## src/fmbq_pkg.sv

```systemverilog
// ============================================================================
// fmbq_pkg
// Shared types, codes and elaboration helpers for the front/middle/back queue.
// ============================================================================
package fmbq_pkg;

  localparam int FMBQ_CAPACITY  = 1024;
  localparam int FMBQ_WORD_BITS = 32;
  localparam int TREE_FANIN     = 32;

  typedef enum logic [2:0] {
    OP_PUSH_FRONT  = 3'd0,
    OP_PUSH_MIDDLE = 3'd1,
    OP_PUSH_BACK   = 3'd2,
    OP_POP_FRONT   = 3'd3,
    OP_POP_MIDDLE  = 3'd4,
    OP_POP_BACK    = 3'd5
  } fmbq_op_t;

  typedef enum logic [1:0] {
    ST_OK    = 2'd0,
    ST_EMPTY = 2'd1,
    ST_FULL  = 2'd2
  } fmbq_status_t;

  typedef struct packed {
    logic        [2:0]  opcode;
    logic signed [31:0] push_value;
  } fmbq_in_t;

  typedef struct packed {
    fmbq_status_t       status;
    logic signed [31:0] pop_value;
    logic        [10:0] occupancy;
  } fmbq_out_t;

  // per-cell shift command
  typedef struct packed {
    logic ins;
    logic rem;
  } fmbq_cell_ctrl_t;

  // result fields known at accept time, carried beside the readback tree
  typedef struct packed {
    fmbq_status_t status;
    logic         neg_one;
    logic [10:0]  occupancy;
  } fmbq_side_t;

  // register levels of the readback OR tree
  function automatic int tree_levels(input int n);
    int l;
    int span;
    l    = 0;
    span = 1;
    while (span < n) begin
      span = span * TREE_FANIN;
      l++;
    end
    return (l < 1) ? 1 : l;
  endfunction

  function automatic int tree_groups(input int n, input int k);
    return TREE_FANIN ** (tree_levels(n) - k);
  endfunction

  function automatic int tree_offset(input int n, input int k);
    int ofs;
    ofs = 0;
    for (int i = 0; i < k; i++) begin
      ofs = ofs + tree_groups(n, i);
    end
    return ofs;
  endfunction

endpackage

```

## src/fmbq_cell.sv

```systemverilog
// ============================================================================
// fmbq_cell
// One queue slot: holds, loads, or takes a neighbour's word on insert/remove.
// ============================================================================
module fmbq_cell #(
  parameter int W     = 32,
  parameter int IDX_W = 10,
  parameter int INDEX = 0
) (
  input  logic                      clk,
  input  fmbq_pkg::fmbq_cell_ctrl_t ctrl,
  input  logic [IDX_W-1:0]          pos,
  input  logic [W-1:0]              new_word,
  input  logic [W-1:0]              left_word,
  input  logic [W-1:0]              right_word,
  output logic [W-1:0]              word,
  output logic [W-1:0]              sel_word
);
  import fmbq_pkg::*;

  localparam logic [IDX_W-1:0] MY_IDX = IDX_W'(INDEX);

  logic [W-1:0] word_r;
  logic [W-1:0] word_nxt;

  always_comb begin
    word_nxt = word_r;
    if (ctrl.ins) begin
      if (MY_IDX > pos) begin
        word_nxt = left_word;
      end else if (MY_IDX == pos) begin
        word_nxt = new_word;
      end
    end else if (ctrl.rem) begin
      if (MY_IDX >= pos) begin
        word_nxt = right_word;
      end
    end
  end

  always_ff @(posedge clk) begin
    word_r <= word_nxt;
  end

  assign word     = word_r;
  assign sel_word = (ctrl.rem && (MY_IDX == pos)) ? word_r : '0;

endmodule

```

## config.mk

```make
export PLATFORM = sky130hd
export DESIGN_NAME = fmbq_cell
export DESIGN_NICKNAME = d
export VERILOG_FILES = /design/src/fmbq_pkg.sv /design/src/fmbq_cell.sv
export SDC_FILE = /design/constraint.sdc
export NUM_CORES = 1
export LEC_CHECK = 0
export ABC_CLOCK_PERIOD_IN_PS = 7800
export CORE_AREA = 2 2 68 70
export CTS_CLUSTER_SIZE = 40
export DETAILED_ROUTE_END_ITERATION = 16
export DIE_AREA = 0 0 70 72
export DONT_BUFFER_PORTS = 1
export PLACE_DENSITY = 0.58
export SYNTH_ARGS = -nofsm -noshare
export SYNTH_HDL_FRONTEND = slang
export SYNTH_SLANG_ARGS = --single-unit
```

## constraint.sdc

```tcl
create_clock -name clk -period 7.8 [get_ports clk]
set_input_delay 1.17 -clock clk [delete_from_list [all_inputs] [get_ports clk]]
set_output_delay 1.17 -clock clk [all_outputs]
set_load 0.005 [all_outputs]
```

Word-level counts from Yosys, hierarchy flattened
Index checks and enable logic that the tools add are counted.
{ "word_totals": {"regBits": 32, "out_inout_bits": 64, "inputBits": 109, "wordCells": 15} }
{ "classes": {"mux": 6, "magnitude_cmp": 2, "reduce_logical": 5, "n_eq_ne": 1} }
{ "op_table": {"columns": ["op", "count"], "rows": [
  ["two-way mux 32 bit", 6],
  [">= comparator 1 x 10 -> 1 bit (first input constant)", 1],
  ["> comparator 1 x 10 -> 1 bit (first input constant)", 1],
  ["logical NOT 10 bit", 1],
  ["nonzero test 2 bit", 2],
  ["inequality test 3 x 1 -> 1 bit (second input constant)", 1],
  ["AND reduction 3 bit", 1],
  ["logical AND 1 bit", 1]
]} }

Logic depth before layout (Yosys ltp)
Gate-level depths: netlist of the first run.
{ "logic_depth": {"ltp_word": 4, "mapped_depth": 4, "ltp_nobuf": 2} }

Worst setup path after synthesis of the first run
No wires, ideal clock.
{ "synth_timing": {"kind": "in2reg", "from": "input pos[3]", "to": "register word_r[0] (netlist: word[0]), enable pin", "n_path_buf": 1, "setup_ns": 0.501, "setup_slack_ns": 2.304, "path_stages": 3, "arrival_ns": 4.995, "required_ns": 7.299, "path_cell_list": "or4_4 buf_6 nor4_1"} }
{ "synth_between": {"elab_chain_len": 3, "elab_cells_between_ends": 6, "classes_between": "order compare (2); eq/ne (1); reduce/logical (3)"} }
{ "synth_rtl": {"columns": ["item", "line_no", "rtl"], "rows": [
  ["from (decl)", "fmbq_cell.sv:12", "input logic [IDX_W-1:0] pos,"],
  ["> comparator 1 x 10 -> 1 bit, or another cell as far along", "fmbq_cell.sv:29", "if (MY_IDX > pos) begin"],
  ["inequality test 3 x 1 -> 1 bit (no line) or nonzero test 2 bit (tied branches)", null, null],
  ["AND reduction 3 bit (no line) (*)", null, null],
  ["to (signal assigned)", "fmbq_cell.sv:42", "word_r <= word_nxt;"],
  ["to (decl)", "fmbq_cell.sv:23", "logic [W-1:0] word_r;"]
]} }
Mark *: on every way between the ends. The rest lies on a longest branch, timed or not.
A chain may end at the register's enable or synchronous reset.

Worst setup path in the final report of the first run
{ "layout_timing": {"from": "input pos[7]", "to": "output sel_word[31]"} }
{ "layout_between": {"elab_chain_len": 3} }
{ "layout_rtl": {"columns": ["item", "line_no", "rtl"], "rows": [
  ["logical NOT 10 bit", "fmbq_cell.sv:46", "assign sel_word = (ctrl.rem && (MY_IDX == pos)) ? word_r : '0;"],
  ["logical AND 1 bit", "fmbq_cell.sv:46", null],
  ["two-way mux 32 bit", "fmbq_cell.sv:46", null],
  ["to (decl)", "fmbq_cell.sv:17", "output logic [W-1:0] sel_word"]
]} }
No other way between the ends.

==> metrics, run 1 <==
run status=finished, final reports clean; Adder-Cell Fraction of Synth Area=0%; global-route wire length before repair=6410 um; via/cell ratio=6.31; cell count after synthesis=153; IR drop worst, VDD=118 uV; Crit Path Max Fanout=33; area delta synth->final=1.49%; number of buffers created by CTS=5; worst slew margin relative to its limit=24.4%; sequential area share after synthesis=47.6%; area used by multi-input combinational logic=911 um^2; Final Setup Violations=0; count of instances resized after the clock tree is built=0; total half-perimeter wirelength after legalization and detailed placement=2970 um; count of final hold-check violations=0; Pleak=0.552 nW; TritonCTS clock tree=done; Sum Neg Setup Slack=0 ns; dominant combinational cell family by area after synthesis=simple AND/OR/NAND/NOR gates; Setup CP Type=in2out; Final Max Slew Viols=0; setup bufs post-CTS=0; Worst-Margin Slew=1.12 ns; overall die height=72 um; filler cell count=404; crit-path leading delay family=simple AND/OR/NAND/NOR gates; antenna diode count=0; synthesized netlist net count=262; DRT Pass-1 Iters=4; buffering stage count on the worst path with inverters included=0; average wire per standard cell=22.4 um; multiplexer share of the synthesized area=17.8%; Horiz. Die Dim=70 um; Final period util=51.6%; post-route ant nets=0; initial standard-cell utilization of the core=47.4%; Worst setup SP type=input pin; clock sink total=32; count of vias placed by the detailed router=1225; crit path DAT=2.85 ns; number of unique standard cell types used by synthesis=14; flip-flop count of the largest register, all copies and words added=32; longest individual stage delay on the worst path=1.12 ns; time the worst path needs with I/O delays and setup=4.02 ns; DRC errors left=0; number of H-tree branching levels=2; clock tree root buffer cell=sky130_fd_sc_hd__clkbuf_8; global placer's final weighted congestion=0.719; clk buf depth=2; Post-Syn Area=2020 um^2; basic-gate share of the synthesized area counting and, or, nand and nor cells=26.9%; share of final-layout standard cells stronger than drive strength 1=51.4%; setup repair after global routing missed its margin=no; ordered list of cells on the worst path=or4_2 > nor4_1; most used cells in the layout excluding fill and tap cells=sky130_fd_sc_hd__mux2_2 (32), sky130_fd_sc_hd__nand2_1 (32), sky130_fd_sc_hd__edfxtp_1 (32); kind of path behind the tightest hold check=in2reg; Total Nets Final=250; number of top-level pins=173; number of synthesis warnings=0; maximum capacitance violations=0; power after layout=0.367 mW; power density of the placed cells=179 nW/um^2; clock transition at the registers of the reported paths=0.07 ns; area taken by flip-flops and latches=961 um^2; cell with the largest stage delay on the worst path=sky130_fd_sc_hd__or4_2; grt ovf=0; maximum number of pins on one net before global-route repair=34; final standard cell utilization of the core=48.1%; Port Buffer Count=0; FF+latch count, synth=32; Critical Path Sink Type=primary output; required time reported for the critical path endpoint=6.63 ns; max frequency=249 MHz; xor/xnor cell area share of the yosys netlist=0%; area of the core=4260 um^2; synthesized-area fraction occupied by ao, oa, aoi and oai cells=0%; vias in the first global route=1287; Detailed Route WL=4350 um; Die Footprint=5040 um^2; All-Layer GR Usage=16.8%; post-cts hold buffer count=0; antenna violations before repair=0; initial DRC count=82; post-synthesis average cell area=13.2 um^2; row count=24
-- stage by stage --
stage / instances / hold slack [ns] / area (um^2) / setup slack, ns
2_1_floorplan: 153 / 1.39 / 2020 / 2.30
6_report: 194 / 1.11 / 2050 / 3.78
5_1_grt: 194 / 1.09 / 2050 / 3.67
4_1_cts: 194 / 1.10 / 2050 / 3.78
3_3_place_gp: 186 / 1.39 / 1940 / 3.62
3_5_place_dp: 186 / 1.39 / 1940 / 3.57
-- power breakdown --
| part | switching (mW) | total [mW] | leakage (nW) | internal, mW |
|---|---|---|---|---|
| Clock | 0.0566 | 0.149 | 0.0532 | 0.0929 |
| Combinational | 0.0132 | 0.0271 | 0.211 | 0.0138 |
| Sequential | 0.000116 | 0.191 | 0.288 | 0.191 |
| Total | 0.0699 | 0.367 | 0.552 | 0.297 |
-- kinds of logic after synthesis --
group,after synthesis
multiplexers,32
flip-flops,32
buffers and inverters,20
AND/OR/NAND/NOR,69
-- cell type report --
type	instances	area share (%)
flip-flops and latches	32	46.9
repair buffers	1	0.366
clock inverters	3	1.83
well taps	52	3.17
multi-input cells	101	44.4
clock buffers	5	3.36
-- metal layers --
| layer | global-route usage (%) | vias to the layer above | routed length, um |
|---|---|---|---|
| met5 | 0 | - | 0 |
| met4 | 7.69 | 0 | 55 |
| met3 | 7.50 | 5 | 518 |
| met2 | 28.5 | 90 | 2170 |
| met1 | 18.2 | 579 | 1610 |
| li1 | - | 551 | - |
-- synthesized netlist by cell type (all sizes together) --
master	instances	share of area, %
nor4	33	20
edfxtp	32	48
mux2	32	18
nand2	32	5.9
buf	12	6.3
clkbuf	8	1.5
or4	2	0.93
nor2	1	0.19
or2	1	0.31
-- worst paths after layout --
| check | from | endpoint | depth (start not counted) |
|---|---|---|---|
| hold / removal | right_word[12] | word[12] | 1 |
| setup / recovery | pos[7] | sel_word[31] | 2 |
No activity file was read; power rests on OpenSTA's default activity.
==> inputs of run 2 (changes only) <==
--- a/config.mk
+++ b/config.mk
@@ -5,13 +5,13 @@
 export SDC_FILE = /design/constraint.sdc
 export NUM_CORES = 1
 export LEC_CHECK = 0
-export ABC_CLOCK_PERIOD_IN_PS = 7800
+export ABC_CLOCK_PERIOD_IN_PS = 3300
 export CORE_AREA = 2 2 68 70
 export CTS_CLUSTER_SIZE = 40
 export DETAILED_ROUTE_END_ITERATION = 16
 export DIE_AREA = 0 0 70 72
 export DONT_BUFFER_PORTS = 1
-export PLACE_DENSITY = 0.58
+export PLACE_DENSITY = 0.6
 export SYNTH_ARGS = -nofsm -noshare
 export SYNTH_HDL_FRONTEND = slang
 export SYNTH_SLANG_ARGS = --single-unit
==> constraint.sdc (replaced) <==
create_clock -name clk -period 3.3 [get_ports clk]
set_input_delay 0.495 -clock clk [delete_from_list [all_inputs] [get_ports clk]]
set_output_delay 0.495 -clock clk [all_outputs]
set_load 0.005 [all_outputs]
==> run 2 against run 1 <==
Against the previous run:
- via count up 3.6%
- global-route usage is 0.15 points higher
- sequential share of layout area fell by 0.37 points
- die area did not move
- utilization increased by 0.38 points
- critical path depth rose by 1
- power increased by 140%
- largest cell class unchanged
==> metrics, run 2 (same netlist as run 1, synthesis figures left out) <==
count of instances resized after the clock tree is built=0 (unchanged); crit path DAT=2.13 ns (-0.72 ns); vias in the first global route=1301 (+1.1%); Horiz. Die Dim=70 um (unchanged); most utilized layer in the global route result=met2; filler cell count=400 (-0.99%); Port Buffer Count=0 (unchanged); TritonCTS clock tree=done; global routing met3 resource utilization=8.75% (+1.2 points); setup repair after global routing missed its margin=no; worst slew margin relative to its limit=36.3% (+12 points); Sum Neg Setup Slack=0 ns (unchanged); maximum number of pins on one net before global-route repair=34 (unchanged); area of the core=4260 um^2 (unchanged); global-route wire length before repair=6620 um (+3.3%); GRT met2 Usage=29.9% (+1.5 points); most used cells in the layout excluding fill and tap cells=sky130_fd_sc_hd__mux2_2 (32), sky130_fd_sc_hd__nand2_1 (32), sky130_fd_sc_hd__edfxtp_1 (32); part of the power in combinational logic=7.5% (about the same); total half-perimeter wirelength after legalization and detailed placement=3100 um (+4.2%); clk buf depth=2 (unchanged); placed cell count=187 (+0.54%); switching power=0.166 mW (+140%); count of vias placed by the detailed router=1269 (+3.6%); switching part of the total power=19.1% (+0.026 points); DRT Pass-1 Iters=4 (unchanged); post-cts hold buffer count=0 (unchanged); cell with the largest stage delay on the worst path=sky130_fd_sc_hd__or4_2; number of buffers created by CTS=5 (unchanged); initial DRC count=35 (-57%); Worst-Margin Slew=0.955 ns (-0.169 ns); Setup CP Type=in2out; Critical Path Sink Type=primary output; internal power=0.703 mW (+140%); Final period util=79.6%; antenna violations before repair=0 (unchanged); clock tree root buffer cell=sky130_fd_sc_hd__clkbuf_8; DRC errors left=0 (unchanged); power after layout=0.869 mW (+140%); kind of path behind the tightest hold check=in2reg; run status=finished, final reports clean; met1 usage=17.8% (-0.35 points); number of top-level pins=173 (unchanged); number of H-tree branching levels=2 (unchanged); Detailed Route WL=4420 um (+1.6%); Pleak=0.559 nW (+1.3%); Worst setup SP type=input pin; Seq pwr share=51.9% (about the same); required time reported for the critical path endpoint=2.80 ns (-3.83 ns); Hold Worst Slack=0.437 ns (-0.668 ns); IR drop worst, VDD=262 uV (+120%); ordered list of cells on the worst path=or4_2 > buf_4 > nor4_2; Final Setup Violations=0 (unchanged); final standard cell utilization of the core=48.5% (+0.38 points); setup bufs post-CTS=0 (unchanged); clock sink total=32 (unchanged); antenna diode count=0 (unchanged); share of final-layout standard cells stronger than drive strength 1=51.7% (+0.34 points); post-route ant nets=0 (unchanged); time the worst path needs with I/O delays and setup=2.63 ns; count of final hold-check violations=0 (unchanged); via/cell ratio=6.51 (+3.1%); Die Footprint=5040 um^2 (unchanged); Crit Path Max Fanout=18 (-45%); flip-flop count of the largest register, all copies and words added=32 (unchanged); global placer's final weighted congestion=0.692 (-3.7%); row count=24 (unchanged); longest individual stage delay on the worst path=0.97 ns (-0.15 ns); maximum capacitance violations=0 (unchanged); Final Max Slew Viols=0 (unchanged); All-Layer GR Usage=16.9% (+0.15 points); overall die height=72 um (unchanged); max frequency=381 MHz; area delta synth->final=2.29%; clock transition at the registers of the reported paths=0.07 ns (about the same); average wire per standard cell=22.7 um (+1.1%); Total Nets Final=251 (+0.40%); initial standard-cell utilization of the core=47.4% (unchanged); Post-Layout Cell Count=195 (+0.52%); power density of the placed cells=420 nW/um^2 (+130%); grt ovf=0 (unchanged); part of the total power dissipated in the clock network=40.7% (about the same)
## run 2: layer usage
metal  wire (um)  vias up
li1            -      550
met1        1530      623
met4          59        0
met3         521        7
met2        2320       89
met5           0        -
## run 2: critical path: cells and delay by family
kind,cells,cell delay [ns]
simple gates,2,1.28
buf+inv,1,0.34
## run 2: path summary, 6_finish.rpt
path,slack (ns),endpoint,depth (start not counted),from
worst min-delay path,0.44,word[6],1,right_word[6]
worst max-delay path,0.67,sel_word[21],3,pos[7]
## run 2: metrics by stage
| step | worst slack, ns | cell area [um^2] |
|---|---|---|
| after floorplan | 0.558 | 2040 |
| after global placement | 0.691 | 1960 |
| after detailed placement | 0.670 | 1960 |
| after CTS | 0.673 | 2070 |
| after global routing | 0.615 | 2070 |
| final | 0.672 | 2070 |
## run 2: final cells by class
class	instances	area (um^2)	area share, %
flip-flops and latches	32	961	46.5
multi-input cells	101	920	44.5
clock buffers	5	68.8	3.33
well taps	52	65.1	3.15
clock inverters	3	37.5	1.82
repair buffers	2	15.0	0.726
## run 2: power groups by stage
stage / clock (mW) / combinational [mW] / sequential (mW)
3_5_place_dp: 0 / 0.0655 / 0.460
2_1_floorplan: 0 / 0.0759 / 0.460
3_3_place_gp: 0 / 0.0623 / 0.460
6_report: 0.353 / 0.0647 / 0.451
4_1_cts: 0.368 / 0.0658 / 0.451
5_1_grt: 0.384 / 0.0702 / 0.450
